## config.mk

```make
export PLATFORM = sky130hd
export DESIGN_NAME = cst_horner_cell
export DESIGN_NICKNAME = d
export VERILOG_FILES = /design/src/rtl/cst_pkg.sv /design/src/rtl/cst_horner_cell.sv
export SDC_FILE = /design/constraint.sdc
export NUM_CORES = 2
export LEC_CHECK = 0
export BUFFER_PORTS_ARGS = -buffer_cell sky130_fd_sc_hd__buf_2
export CAP_MARGIN = 15
export CORE_MARGIN = 4
export CORE_UTILIZATION = 65
export CTS_CLUSTER_SIZE = 8
export DETAILED_ROUTE_END_ITERATION = 6
export PLACE_DENSITY = 0.86
export SYNTH_ARGS = -nofsm -noshare
export SYNTH_HDL_FRONTEND = slang
export SYNTH_SLANG_ARGS = --single-unit
```

## constraint.sdc

```tcl
create_clock -name clk -period 16.85 [get_ports clk]
set_input_delay 2.5275 -clock clk [delete_from_list [all_inputs] [get_ports clk]]
set_output_delay 2.5275 -clock clk [all_outputs]
set_load 0.05 [all_outputs]
```

## src/rtl/cst_pkg.sv

```systemverilog
// cst_pkg: types, fixed-point constants and coefficient lookup for the taper core.
// No dependencies; used by cst_horner_cell and compact_support_distance_taper_core.
`timescale 1ns / 1ps
package cst_pkg;
	localparam int ZF = 28;
	localparam int ACC_W = 34;
	localparam int ZW = 30;
	localparam int RCP_W = 28;
	localparam int DIST_W = 24;
	localparam int HORNER_N = 5;

	typedef logic signed [ACC_W-1:0] acc_t;

	localparam acc_t K_ONE = acc_t'(64'sd268435456);
	localparam acc_t K_QUARTER = acc_t'(64'sd67108864);
	localparam acc_t K_HALF = acc_t'(64'sd134217728);
	localparam acc_t K_FIVE_EIGHTHS = acc_t'(64'sd167772160);
	localparam acc_t K_FIVE_THIRDS = acc_t'(64'sd447392427);
	localparam acc_t K_TWELFTH = acc_t'(64'sd22369621);
	localparam acc_t K_FIVE = acc_t'(64'sd1342177280);
	localparam acc_t K_FOUR = acc_t'(64'sd1073741824);
	localparam logic [RCP_W-1:0] K_TWO_THIRDS = RCP_W'(178956971);

	typedef struct packed {
		logic kill;
		logic outer;
	} zone_t;

	// additive term after each Horner product
	function automatic acc_t horner_coef(input logic [2:0] idx, input logic outer);
		acc_t c;
		c = '0;
		case (idx)
			3'd0: c = outer ? -K_HALF : K_HALF;
			3'd1: c = K_FIVE_EIGHTHS;
			3'd2: c = outer ? K_FIVE_THIRDS : -K_FIVE_THIRDS;
			3'd3: c = outer ? -K_FIVE : '0;
			3'd4: c = outer ? K_FOUR : K_ONE;
			default: c = '0;
		endcase
		return c;
	endfunction
endpackage

```

## src/rtl/cst_horner_cell.sv

```systemverilog
// cst_horner_cell: one Horner step, acc*z rounded to Q28 (ties away from zero) plus a term.
// Depends on cst_pkg.
`timescale 1ns / 1ps
module cst_horner_cell #(
	parameter int SW = 30
) (
	input  logic                    clk,
	input  logic                    en,
	input  cst_pkg::acc_t           acc_i,
	input  cst_pkg::acc_t           coef_i,
	input  logic [cst_pkg::ZW-1:0]  z_i,
	input  logic [SW-1:0]           side_i,
	output cst_pkg::acc_t           acc_s1,
	output logic [cst_pkg::ZW-1:0]  z_s1,
	output logic [SW-1:0]           side_s1
);
	import cst_pkg::*;
	logic              neg;
	logic [ACC_W-1:0]  mag;
	logic [61:0]       prod;
	logic [61:0]       rnd;
	acc_t              p;
	acc_t              nxt;

	always_comb begin
		neg = acc_i[ACC_W-1];
		mag = neg ? ACC_W'(-acc_i) : ACC_W'(acc_i);
		prod = 62'(mag[31:0]) * 62'(z_i);
		rnd = prod + (62'(1) << (ZF - 1));
		p = acc_t'(rnd[61:ZF]);
		nxt = (neg ? -p : p) + coef_i;
	end

	always_ff @(posedge clk) begin
		if (en) begin
			acc_s1 <= nxt;
			z_s1 <= z_i;
			side_s1 <= side_i;
		end
	end
endmodule

```

Yosys cells after proc, flatten, opt, wreduce, memory -nomap -nowiden --
Cells that the tools add are included.
Cells by class: bitwise gates (word level) 0, multiplexer cells 2, $lt $le $gt $ge 0, shift-type cells 0, reductions and logical operators 0, divide/modulo/power cells 0, equality and inequality tests 0, multiply operators 1, add/subtract/negate cells 4
Operator list (number):
- adder 62 x 28 -> 62 bit (second input constant) | 1
- multiplier 32 x 30 -> 62 bit | 1
- adder 34 bit | 1
- 2-to-1 mux 34 bit | 1
- negation 34 bit | 1
- 2-to-1 mux 32 bit | 1
- negation 32 bit | 1
Storage, ports and cells: bits of input ports 130, latch bits 0, output and inout port bits 94, word-level logic and storage cells 10, ROM bits 0, memories kept 0, register bits 94, RAM bits 0

Depth between registers and ports, before layout --
word-level depth 7, gate-level depth with buffers 54, depth with buffers taken out 50

Worst setup path before layout --
Ideal clock, no wire load.
path kind input to register, start in acc_i[0], end reg acc_s1[33], data pin, arrival time 14.362 ns, required time 16.592 ns, library setup time 0.258 ns, path slack 2.230 ns, cell stages on the path 48, path buffers 4, cell sequence clkbuf_1 > clkbuf_1 > inv_1 > ha_1 > nand2_1 > or3_1 > nand2b_1 > or4_1 > nor4_1 > inv_1 > o21ai_0 > xnor2_1 > clkbuf_1 > and2_1 > fa_1 > fa_1 > inv_1 > fa_1 > [... 12 more ...] > o21bai_1 > and3_1 > or3_1 > nor4_1 > nand4_1 > o21ai_0 > xor2_1 > ha_1 > a21o_1 > a21o_1 > a21oi_1 > nand3b_1 > o21ai_0 > nor3b_1 > o41ai_1 > xnor2_1 > xnor2_1 > xnor2_1
On the way: longest elaborated chain between the ends 7
Ends and longest elaborated chain:
- start: declaration | RTL line cst_horner_cell.sv:9 | input cst_pkg::acc_t acc_i,
- negation 32 bit | RTL line cst_horner_cell.sv:27 | mag = neg ? ACC_W'(-acc_i) : ACC_W'(acc_i);
- 2-to-1 mux 32 bit (*) | RTL line cst_horner_cell.sv:27
- multiplier 32 x 30 -> 62 bit (*) | RTL line cst_horner_cell.sv:28 | prod = 62'(mag[31:0]) * 62'(z_i);
- adder 62 x 28 -> 62 bit (*) | RTL line cst_horner_cell.sv:29 | rnd = prod + (62'(1) << (ZF - 1));
- negation 34 bit | RTL line cst_horner_cell.sv:31 | nxt = (neg ? -p : p) + coef_i;
- 2-to-1 mux 34 bit (*) | RTL line cst_horner_cell.sv:31
- adder 34 bit (*) | RTL line cst_horner_cell.sv:31
- named net nxt[33] | RTL line cst_horner_cell.sv:23 | acc_t nxt;
- end signal: assignment | RTL line cst_horner_cell.sv:36 | acc_s1 <= nxt;
- end: declaration | RTL line cst_horner_cell.sv:13 | output cst_pkg::acc_t acc_s1,
Mark *: on every way through the listed nets, which the timed path passes. The rest lies on a longest branch. A chain may end at the register's enable or synchronous reset.

Worst setup path in the final report --
start in acc_i[4], end reg acc_s1[33], data pin
Same word-level chain as after synthesis.

==> impl_table.tex <==
\begin{tabular}{lr}
\hline
Metric & Value \\
\hline
\multicolumn{2}{l}{\textbf{Clocking}} \\
Clock slew seen by the registers of the worst setup and hold paths & around 0.10 ns \\
Deepest level of the CTS H-tree & 3 \\
CTS root buffer & sky130\_fd\_sc\_hd\_\_clkbuf\_16 \\
Clock sink count & 94 \\
Clock tree from TritonCTS & yes \\
\# hold bufs at CTS & 0 \\
Number of clock buffers inserted by TritonCTS & 9 \\
Clk buf depth & 2 \\
\multicolumn{2}{l}{\textbf{Placed design}} \\
Placed Instance Area & $\sim$40000 µm² \\
Total of buffers placed on input and output ports & 222 \\
Setup slack after placement & $\sim$0.5 ns \\
Final RePlAce weighted congestion & a little under 1 \\
Number of instances in the placed design & 4879 \\
DP Wirelength & about 76 mm \\
\multicolumn{2}{l}{\textbf{STA}} \\
Slew at the pin closest to its max-slew limit & between 1 and 1.5 ns \\
Number of failing hold endpoints at the final stage & 0 \\
Final setup viols & 0 \\
Highest attainable clock frequency & about 62 MHz \\
Slew margin rel. & 0.225 \\
Final Critical Period & 16.06 ns \\
Post-layout worst setup margin & 0.785 ns \\
Final Max Tran Viols & 0 \\
Post-route fraction of the period consumed by the critical path & 0.953 \\
\multicolumn{2}{l}{\textbf{Run}} \\
Max Cap Violations & 0 \\
\multicolumn{2}{l}{\textbf{Detailed routing}} \\
Count of antenna-violating nets left after detailed routing & 0 \\
\# DRC & 0 \\
Routed WL per cell & $\sim$20 µm \\
Drt pass-1 iters & 6 \\
Total number of vias & 28.7k \\
DRC violation total after the first TritonRoute iteration & $\sim$2.3k \\
Number of vias per cell & $\sim$6 \\
Aggregate routed wire length & 98.0 mm \\
\multicolumn{2}{l}{\textbf{Critical path}} \\
Worst Path Buf+Inv & 7 \\
Slowest cell on the critical path & sky130\_fd\_sc\_hd\_\_or4\_1 \\
Cell repeated most along the worst path & sky130\_fd\_sc\_hd\_\_fa\_1 \\
Crit path required time & 17.00 ns \\
Highest fanout seen on the critical path & 24 \\
Worst setup EP type & register \\
Critical path class & in2reg \\
Cell family with most CP delay & adder cells \\
Worst Path Arrival & around 16 ns \\
Delay contributed by the slowest stage of the critical path & 0.63 ns \\
Crit start category & input port \\
\multicolumn{2}{l}{\textbf{Cells and area}} \\
Layout area overhead & 5.87\% \\
Final design instance area without fill & $\sim$39000 µm² \\
Final cell count without fillers & about 4.9k \\
Final-stage net count & 5412 \\
Register Area & about 2800 µm² \\
Filler cells & 4133 \\
Area occupied by multi-input gates & a little over 30000 µm² \\
Fraction of final layout cells sized beyond drive strength 1 & 0.0797 \\
\multicolumn{2}{l}{\textbf{Global routing}} \\
Overall global routing resource usage & 0.337 \\
Global-route wire length before repair & $\sim$160 mm \\
Global route total overflow & 0 \\
Initial antenna violation count & 7 \\
Vias in the first global route & $\sim$32k \\
Pin count of the biggest net entering global routing & 64 \\
\multicolumn{2}{l}{\textbf{Die}} \\
\# rows & between 80 and 90 \\
Initial Util & 0.658 \\
Die extent in x & around 250 µm \\
Die outline area & 61200 µm² \\
Area of the core region & 56600 µm² \\
Boundary pin count & roughly 220 \\
Overall die height & 247 µm \\
\multicolumn{2}{l}{\textbf{Synthesis}} \\
Number of warnings issued by yosys & 0 \\
Most frequently used flop master after synthesis & sky130\_fd\_sc\_hd\_\_edfxtp\_1 \\
Share of async-settable or async-resettable flops after synthesis & 0 \\
Synthesized netlist cell count & $\sim$4.1k \\
Total nets after synthesis & about 5.4k \\
Cell area after synthesis & 37300 µm² \\
Number of storage elements in the synthesis netlist & 94 \\
Seq/Total Area, Yosys & 0.0757 \\
Avg Inst Size Synth & $\sim$9.1 µm² \\
Synth cell types & between 80 and 90 \\
Number of enable-type register cells in the synthesized netlist & 94 \\
\multicolumn{2}{l}{\textbf{Run status}} \\
Result of the run & completed \\
\multicolumn{2}{l}{\textbf{Worst hold path}} \\
Classification of the worst-slack hold path & in2reg \\
\hline
\end{tabular}
-- synth_stat cells, types with 13 or more instances --
cell                       count  area [µm²]
sky130_fd_sc_hd__a21o_1       30         225
sky130_fd_sc_hd__a21oi_1      94         470
sky130_fd_sc_hd__a31oi_1      13        81.3
sky130_fd_sc_hd__and2_1      487        3050
sky130_fd_sc_hd__clkbuf_1    202         758
sky130_fd_sc_hd__edfxtp_1     94        2820
sky130_fd_sc_hd__fa_1        838       16800
sky130_fd_sc_hd__ha_1        309        3870
sky130_fd_sc_hd__inv_1       919        3450
sky130_fd_sc_hd__nand2_1     546        2050
sky130_fd_sc_hd__nand2b_1     16         100
sky130_fd_sc_hd__nand3_1      16        80.1
sky130_fd_sc_hd__nand4_1      22         138
sky130_fd_sc_hd__nor2_1       61         229
sky130_fd_sc_hd__nor2b_1      18         113
sky130_fd_sc_hd__nor3_1       24         120
sky130_fd_sc_hd__o21ai_0      68         340
sky130_fd_sc_hd__o21bai_1     14         105
sky130_fd_sc_hd__o31ai_1      14         105
sky130_fd_sc_hd__xnor2_1      94         823
sky130_fd_sc_hd__xor2_1       28         245
-- state kept, by name, indices dropped and copies added, names as in the netlist --
| name | cells |
|---|---|
| z_s1 | 30 |
| side_s1 | 30 |
| acc_s1 | 34 |
-- final timing paths --
check	from	slack [ns]	to	depth (start not counted)
setup / recovery	acc_i[4]	0.79	acc_s1[33]$_DFFE_PP_	47
hold / removal	side_i[27]	2.29	side_s1[27]$_DFFE_PP_	1
-- cell type report --
class / instances / share of cell area
Timing Repair Buffer: 259 / 0.0358
Multi-Input combinational cell: 2851 / 0.774
Sequential cell: 94 / 0.0715
Clock buffer: 10 / 0.00580
Antenna cell: 8 / 0.000507
Inverter: 920 / 0.0875
Tap cell: 756 / 0.0240
Clock inverter: 6 / 0.00111
-- per-layer routing --
layer	GRT usage	vias to the layer above	wire, µm
li1	-	12325	-
met1	0.413	14356	34900
met2	0.569	1542	48300
met3	0.0739	435	9330
met4	0.166	2	5450
met5	0	-	13
-- repair_timing --
action,in CTS,in global routing
buffers inserted,0,0
hold endpoints to repair,0,0
gates resized for setup,0,2
endpoints found under the setup margin,0,3
-- cells by family after synthesis --
| logic type | synth area share |
|---|---|
| mux | 0.000839 |
| simple gates | 0.171 |
| fa+ha+maj | 0.554 |
| flops | 0.0757 |
| buf+inv | 0.114 |
| compound gates | 0.0558 |
| xor+xnor | 0.0287 |
-- cell usage in the layout, fill, tap and decap left out, drive strengths merged, types with 4 or more instances in the layout --
cell / count
or2: 7
nand2: 546
o311ai: 8
ha: 309
a211oi: 7
or4: 8
o211ai: 6
and2: 487
fa: 838
nand4: 23
xnor2: 94
nand3: 17
nor3b: 6
or3: 8
a31o: 5
nand2b: 16
nor2b: 18
edfxtp: 94
o41ai: 12
nor4: 11
clkbuf: 10
nor3: 24
and2b: 4
a21o: 31
diode: 8
o21bai: 14
o21ai: 71
a2111oi: 4
nor2: 61
buf: 259
a31oi: 13
inv: 922
o31ai: 14
o21a: 5
a21oi: 94
xor2: 28
and3: 8
-- per-stage QoR --
step                      setup TNS, ns   util  hold slack (ns)
after detailed placement              0  0.691             2.71
after global placement                0  0.691             2.70
after floorplan                       0      -             2.63
final                                 0  0.697             2.29
after CTS                             0  0.696             2.26
after global routing          -0.000275  0.697             2.28
Power is left out: the tool's default activity adds up to more than one toggle a clock period on the data nets, which glitch-free logic cannot reach.
