File: src/rtl/cst_div_cell.sv
// cst_div_cell: one restoring-division cell, one quotient bit per cell, registered.
// Standalone; chained by compact_support_distance_taper_core.
`timescale 1ns / 1ps
module cst_div_cell #(
	parameter int RW = 25,
	parameter int DW = 24,
	parameter int QW = 30,
	parameter int SW = 3
) (
	input  logic          clk,
	input  logic          en,
	input  logic [RW-1:0] rem_i,
	input  logic          bit_i,
	input  logic [DW-1:0] div_i,
	input  logic [QW-1:0] quo_i,
	input  logic [SW-1:0] side_i,
	output logic [RW-1:0] rem_o,
	output logic [DW-1:0] div_o,
	output logic [QW-1:0] quo_o,
	output logic [SW-1:0] side_o
);
	localparam int TW = (RW + 1 > DW) ? RW + 1 : DW;
	logic [TW-1:0] trial;
	logic [TW-1:0] dext;
	logic          ge;
	logic [TW-1:0] nrem;

	always_comb begin
		trial = TW'({rem_i, bit_i});
		dext = TW'(div_i);
		ge = trial >= dext;
		nrem = ge ? trial - dext : trial;
	end

	always_ff @(posedge clk) begin
		if (en) begin
			rem_o <= nrem[RW-1:0];
			div_o <= div_i;
			quo_o <= {quo_i[QW-2:0], ge};
			side_o <= side_i;
		end
	end
endmodule

File: config.mk
export PLATFORM = sky130hd
export DESIGN_NAME = cst_div_cell
export DESIGN_NICKNAME = d
export VERILOG_FILES = /design/src/rtl/cst_div_cell.sv
export SDC_FILE = /design/constraint.sdc
export NUM_CORES = 1
export LEC_CHECK = 0
export BUFFER_PORTS_ARGS = -buffer_cell sky130_fd_sc_hd__buf_2
export CAP_MARGIN = 40
export CORE_ASPECT_RATIO = 0.5
export CORE_MARGIN = 1.5
export CORE_UTILIZATION = 43
export DETAILED_ROUTE_END_ITERATION = 12
export HOLD_SLACK_MARGIN = 0.12
export PLACE_DENSITY = 0.75
export SKIP_CTS_REPAIR_TIMING = 1
export SYNTH_ARGS = -nofsm -noshare
export SYNTH_HDL_FRONTEND = slang
export SYNTH_SLANG_ARGS = --single-unit
export TNS_END_PERCENT = 30
File: constraint.sdc
create_clock -name clk -period 3.3 [get_ports clk]
set_input_delay 0.165 -clock clk [delete_from_list [all_inputs] [get_ports clk]]
set_output_delay 0.165 -clock clk [all_outputs]
set_load 0.01 [all_outputs]
* Word-level counts from Yosys, hierarchy flattened *
Cells that the tools add are included.

storage, ports and cells
  logic and storage cells = 7
  input port bits = 85
  register bits after elaboration = 82
  output and inout bits = 82

operators by class
  muxes and demuxes = 1
  magnitude comparators = 1
  add/sub/neg operators = 1

operator list
  kind                            count
  >= comparator 26 x 24 -> 1 bit  1
  2-to-1 mux 25 bit               1
  subtractor 25 x 24 -> 25 bit    1

* Logic depth before layout (Yosys ltp) *
Gate-level depths: netlist of the first run.

  depth after elaboration = 2
  gate-level depth with buffers = 12
  gate-level depth less buffers = 11

* Least setup slack after synthesis of the first run *
OpenSTA, ideal clock, no wires.

  path kind = input to register
  start point = input bit_i
  end point = register rem_o[0] (data pin)
  data required time = 3,033 ps
  data arrival time = 2,250 ps
  setup slack = 783 ps
  cell stages on the path = 11
  path buffers = 1
  path through = inv_1 > ha_1 > inv_1 > fa_1 > a21o_1 > a311oi_1 > nor3_1 > nand3b_4 > a31oi_4 > clkbuf_1 > o21ai_0

on the way
  word-level cells in the longest chain between the ends = 2
  elaborated cells between the ends (all ways) = 3
  classes of those cells = add/sub: 1; order compare: 1; mux: 1

RTL lines
  what                                                                            RTL line  RTL
  start, declared                                                                 13        input logic bit_i,
  subtractor 25 x 24 -> 25 bit or >= comparator 26 x 24 -> 1 bit (tied branches)  32, 31
  2-to-1 mux 25 bit *                                                             32        nrem = ge ? trial - dext : trial;
  via nrem[0]                                                                     26        logic [TW-1:0] nrem;
  end signal, assigned                                                            37        rem_o <= nrem[RW-1:0];
  end, declared                                                                   17        output logic [RW-1:0] rem_o,

The timed path passes the listed nets; every way through them passes the cells marked *.
A chain may end at the register's enable or synchronous reset.

* Worst setup path in the final report of the first run *
  start point = input div_i[19]
  end point = register rem_o[19] (data pin)

on the way
  word-level cells in the longest chain between the ends = 2
  elaborated cells between the ends (all ways) = 3
  classes of those cells = add/sub: 1; order compare: 1; mux: 1

RTL lines
  what                                                                            RTL line  RTL
  start, declared                                                                 14        input logic [DW-1:0] div_i,
  subtractor 25 x 24 -> 25 bit or >= comparator 26 x 24 -> 1 bit (tied branches)  32, 31
  2-to-1 mux 25 bit *                                                             32
  via nrem[19]                                                                    26

Marked as above.

==> results of run 1 <==
## per-layer routing
layer	vias up	routed length, um	GRT usage
met1	1654	4860	0.263
met2	129	5090	0.309
met5	-	0	0
met3	10	641	0.0518
met4	0	89	0.0544
li1	1771	-	-
## critical path, delay by kind of cell
family,cells,cell delay [ns]
AOI/OAI and AO/OA,4,1.00
adders and majority gates,1,0.48
buffers and inverters,4,0.91
and+or+nand+nor,2,0.71
## cell type report
type | count | area, um^2 | area share
Clock inverter | 6 | 67.6 | 0.0111
Multi-Input combinational cell | 231 | 1600 | 0.262
Timing Repair Buffer | 229 | 1470 | 0.241
Tap cell | 135 | 169 | 0.0277
Sequential cell | 82 | 2460 | 0.404
Inverter | 28 | 105 | 0.0172
Clock buffer | 9 | 225 | 0.0369
## flip-flops by register name, summed over array words and instances (netlist names)
signal	flops
quo_o	30
rem_o	25
div_o	24
side_o	3
## Yosys cell counts (2+ instances only)
master    instances  area share
buf_4             5      0.0089
o22ai_1           3      0.0044
o21ai_0          34       0.040
o21a_1            4      0.0071
buf_2             3      0.0035
or2_2             2      0.0030
a21oi_1          21       0.025
xor2_1           13       0.027
nor2_1           21       0.019
a21o_1            8       0.014
clkbuf_1          3      0.0027
a31oi_1           3      0.0044
or4_1             2      0.0035
a211oi_1          4      0.0071
ha_1             24       0.071
nor3_1            6      0.0071
xnor2_1           7       0.014
nand4_1           7       0.010
o211ai_1          2      0.0035
mux2_2            2      0.0053
edfxtp_1         82        0.58
nand2_1          32       0.028
nand3_1           7      0.0083
nand2b_1          5      0.0074
inv_1            28       0.025
## final timing paths
check | to | slack [ns] | cells past startpoint
setup / recovery | rem_o[19] | 0.18 | 11
hold / removal | rem_o[17] | 0.12 | 3
## kinds of logic after synthesis
family	Yosys count	share of synthesized area
AOI/OAI and AO/OA	93	0.143
and+or+nand+nor	89	0.107
DFF	82	0.581
buffers and inverters	40	0.0425
adders and majority gates	25	0.0755
xor gates and xnor gates	20	0.0413
muxes	4	0.0103
## through the flow
| stage | hold slack (ns) | cells | utilization | total power, W |
|---|---|---|---|---|
| after floorplan | 0.264 | 353 | - | 0.00168 |
| after global placement | 0.342 | 648 | 0.548 | 0.00191 |
| after detailed placement | 0.343 | 649 | 0.551 | 0.00193 |
| after CTS | -0.0156 | 664 | 0.582 | 0.00294 |
| after global routing | 0.131 | 720 | 0.641 | 0.00310 |
| final | 0.117 | 720 | 0.641 | 0.00297 |
## power by group through the flow
stage	sequential [W]	clock (W)	combinational (W)
global route	0.00132	0.00106	0.000727
floorplan	0.00139	0	0.000286
CTS	0.00131	0.00103	0.000607
finish	0.00130	0.00100	0.000662
detailed placement	0.00133	0	0.000604
global placement	0.00132	0	0.000589
==> impl_results.md, run 1 <==
- First-pass GRT wire length: 15300 um
- Critical path, cell by cell: dlygate4sd3_1 -> buf_2 -> inv_1 -> ha_1 -> nand4_4 -> or4_1 -> o21a_1 -> o311ai_4 -> a31oi_4 -> buf_4 -> o41ai_2
- Dpl hpwl: 7740 um
- Commonest non-fill, non-tap cell in the layout: buf_2
- Initial core utilization: 0.446
- Pin count of the biggest net entering global routing: 54
- Final min period: 3.12 ns
- DRT Pass-1 Iters: 5
- Post-synth cell types: 50
- Clock Power Share: 0.338
- GP Congestion: 0.843
- # IOs: 167
- Cells after Synth: 353
- Register bit total from synthesis: 82
- Least-Margin Pin Slew: 0.612 ns
- CP Capture Type: flip-flop
- Seq pwr share: 0.439
- Share of cells above drive strength 1: 0.342
- Drt first-iter violations: 294
- Total grt overflow: 0
- Worst path max stage delay: 0.53 ns
- Vias in the first global route: 3087
- Async S/R FF share, synth: 0
- CP startpoint kind: input pin
- CTS max path bufs: 2
- Sw frac: 0.272
- Commonest cells after routing, fill and taps aside: buf_2, edfxtp_1, dlygate4sd3_1, o21ai_0, nand2_1
- Worst slew margin: 0.588
- Initial antenna violation count: 0
- PwrDens: 487 nW/um^2
- Via count: 3564
- Crit-path max FO: 10
- Filler cell count: 793
- Sequential share of the synthesized area: 0.581
- WP data required: 3.45 ns
- Clock sink count: 82
- DP Worst Slack: 0.347 ns
- Critical setup path kind: input pin to flip-flop
- Die Span Y: 73.2 um
- Wire per inst: 14.8 um
- Die area: 10500 um^2
- Placed Area: 5240 um^2
- Fin. Hold Viols: 0
- Net Count, Synth: 463
- Worst-path clk slew: 0.07 ns
- Die Width: 143 um
- Yosys warns: 0
- Psw: 0.000807 W
- Area grow syn2layout: 43.8%
- Fin crit share: 0.945
- Max Clk Rate: 321 MHz
- Hold_sp: rem_i[16]
- FP Rows: 25
- CP max-delay cell: or4_1
- Setup TNS: 0 ns
- CTS Buf Count: 9
- Hold Path Class: input pin to flip-flop
- Max H-tree Level: 3
- N_diodes: 0
- Critical Path Source: div_i[19]
- Leakage: 2.63 nW
- Internal power: 0.00216 W
- Status: completed
- Synth Area per Inst: 12.0 um^2
- Final worst setup slack: 0.180 ns
- Number of nets in the layout: 691
- Synth Flop Type: edfxtp_1
- CTS root buffer: clkbuf_16
- Post-DRT Antenna Nets: 0
- RSZ-0062 raised after global routing: false
- Total Wirelength: 10700 um
- CTS tree: yes
- Max-cap check violation count: 0
- Combinational share of power: 0.223
- Post-Syn Area: 4240 um^2
- Final Max Slew Viols: 0
- Core area: 9510 um^2
- Final Setup Violations: 0
- Via/cell ratio: 4.95
- Maximum vdd drop: 0.000277 V
- Final instance area: 6100 um^2
- Port Buffers: 165
- # DRC: 0
- Post-synth EDFFs: 82
- GRT Total Usage: 0.194
- Crit path DAT: 3.27 ns
No activity file was read; power rests on OpenSTA's default activity.
==> run 2: changes to the inputs <==
- clock period: 3.3 -> 3.95 ns (I/O delays scaled with it)
==> impl_results.md, run 2 (same netlist as run 1, synthesis figures left out) <==
- Status: completed
- Sw frac: 0.270 (-0.00146)
- Placed Area: 5210 um^2 (-0.62%)
- Psw: 0.000670 W (-17%)
- PwrDens: 408 nW/um^2 (-16%)
- Max FFs per register: 30 (unchanged)
- FP Rows: 25 (unchanged)
- Total grt overflow: 0 (unchanged)
- Post-DRT Antenna Nets: 0 (unchanged)
- Pwr Total: 0.00248 W (-17%)
- Clock Power Share: 0.339 (about the same)
- Seq pwr share: 0.440 (about the same)
- Leakage: 2.61 nW (-1.0%)
- Post-layout util: 0.639 (-0.00250)
- GP Congestion: 0.881 (+4.5%)
- Crit-path max FO: 33 (+23)
- Top flop regs: quo_o x30, rem_o x25, div_o x24
- Share of cells above drive strength 1: 0.334 (-0.00740)
- Core area: 9510 um^2 (unchanged)
- Hold Path Class: input pin to flip-flop
- Drt first-iter violations: 173 (-41%)
- CP startpoint kind: input pin
- WP data required: 4.04 ns (+0.59 ns)
- Commonest non-fill, non-tap cell in the layout: buf_2
- Max H-tree Level: 3 (unchanged)
- Combinational share of power: 0.221 (-0.002)
- Critical setup path kind: input pin to flip-flop
- Maximum vdd drop: 0.000213 V (-23%)
- CTS Buf Count: 9 (unchanged)
- Die area: 10500 um^2 (unchanged)
- Final Max Slew Viols: 0 (unchanged)
- Number of standard cells in the layout, taps in and fillers out: 715 (-0.69%)
- Placed Instances: 643 (-0.92%)
- DRT Pass-1 Iters: 5 (unchanged)
- Initial core utilization: 0.446 (unchanged)
- Via/cell ratio: 4.94 (-0.12%)
- Critical Path Source: div_i[0]
- CTS max path bufs: 2 (unchanged)
- Final Setup Violations: 0 (unchanged)
- # IOs: 167 (unchanged)
- Register bank with the most flops: quo_o
- Pin count of the biggest net entering global routing: 72 (+33%)
- Vias in the first global route: 3050 (-1.2%)
- Fin. Hold Viols: 0 (unchanged)
- Filler cell count: 787 (-0.76%)
- Crit path DAT: 3.52 ns (+0.25 ns)
- CTS root buffer: clkbuf_16
- Total Wirelength: 10500 um (-1.4%)
- Max-cap check violation count: 0 (unchanged)
- Worst-path clk slew: 0.06 ns (about the same)
- Number of nets in the layout: 685 (-0.87%)
- Via count: 3535 (-0.81%)
- GRT Total Usage: 0.190 (-0.00424)
- Setup TNS: 0 ns (unchanged)
- Final min period: 3.43 ns
- Commonest cells after routing, fill and taps aside: buf_2, edfxtp_1, dlygate4sd3_1, o21ai_0, nand2_1
- Dpl hpwl: 7530 um (-2.7%)
- Die Width: 143 um (unchanged)
- CP Capture Type: flip-flop
- Fin crit share: 0.869
- First-pass GRT wire length: 15100 um (-1.3%)
- # DRC: 0 (unchanged)
- Area grow syn2layout: 43.2%
- Die Span Y: 73.2 um (unchanged)
- Initial antenna violation count: 0 (unchanged)
- Least-Margin Pin Slew: 0.601 ns (-0.0109 ns)
- Wire per inst: 14.7 um (-0.73%)
- Hold_sp: rem_i[3]
- N_diodes: 0 (unchanged)
- CTS tree: yes
- Max Clk Rate: 291 MHz
- Port Buffers: 165 (unchanged)
- Final instance area: 6070 um^2 (-0.39%)
- Internal power: 0.00181 W (-16%)
- Clock sink count: 82 (unchanged)
- Worst slew margin: 0.595 (+0.00733)
- RSZ-0062 raised after global routing: false
[run 2: changes by cell type in the layout (fill, tap and decap cells not counted), sizes merged]
cell,delta
clkinv,-1
clkinvlp,+1
inv,+1
buf,-6
[run 2: power groups by stage]
stage	sequential, W	combinational (W)	clock [W]
2_1_floorplan	0.00116	0.000239	0
3_5_place_dp	0.00111	0.000499	0
4_1_cts	0.00109	0.000502	0.000861
3_3_place_gp	0.00111	0.000486	0
6_report	0.00109	0.000547	0.000841
5_1_grt	0.00110	0.000602	0.000888
[run 2: worst max-delay path, stage by stage]
cell and delay (ns):
dlygate4sd3_1 0.54, buf_2 0.11, ha_1 0.16, inv_1 0.06, fa_1 0.39, a21o_1 0.21
a311oi_1 0.51, nor3_1 0.10, nand3b_4 0.21, a31oi_4 0.41, buf_12 0.23, mux2_2 0.35
[run 2: metal layers]
layer | up-vias | wire, um | track usage
li1 | 1752 | - | -
met1 | 1643 | 4870 | 0.260
met2 | 123 | 4950 | 0.304
met3 | 17 | 563 | 0.0459
met4 | 0 | 147 | 0.0510
met5 | - | 0 | 0
[run 2: layout make-up]
type	count	area [um^2]	share of cell area
multi-input cells	231	1600	0.263
clock buffers	9	225	0.0371
clock inverters	7	76.3	0.0126
repair buffers	223	1440	0.237
inverters	28	105	0.0173
flip-flops and latches	82	2460	0.406
well taps	135	169	0.0278
[run 2: path summary, 6_finish.rpt]
kind | slack (ns) | depth (start not counted) | endpoint
hold / removal | 0.16 | 3 | rem_o[4]
setup / recovery | 0.52 | 12 | rem_o[1]
[run 2: stage by stage]
stage	hold WS, ns	setup WS (ns)
final	0.160	0.519
after CTS	0.0244	1.01
after floorplan	0.296	1.40
after global routing	0.151	0.305
after global placement	0.374	0.736
after detailed placement	0.376	0.660
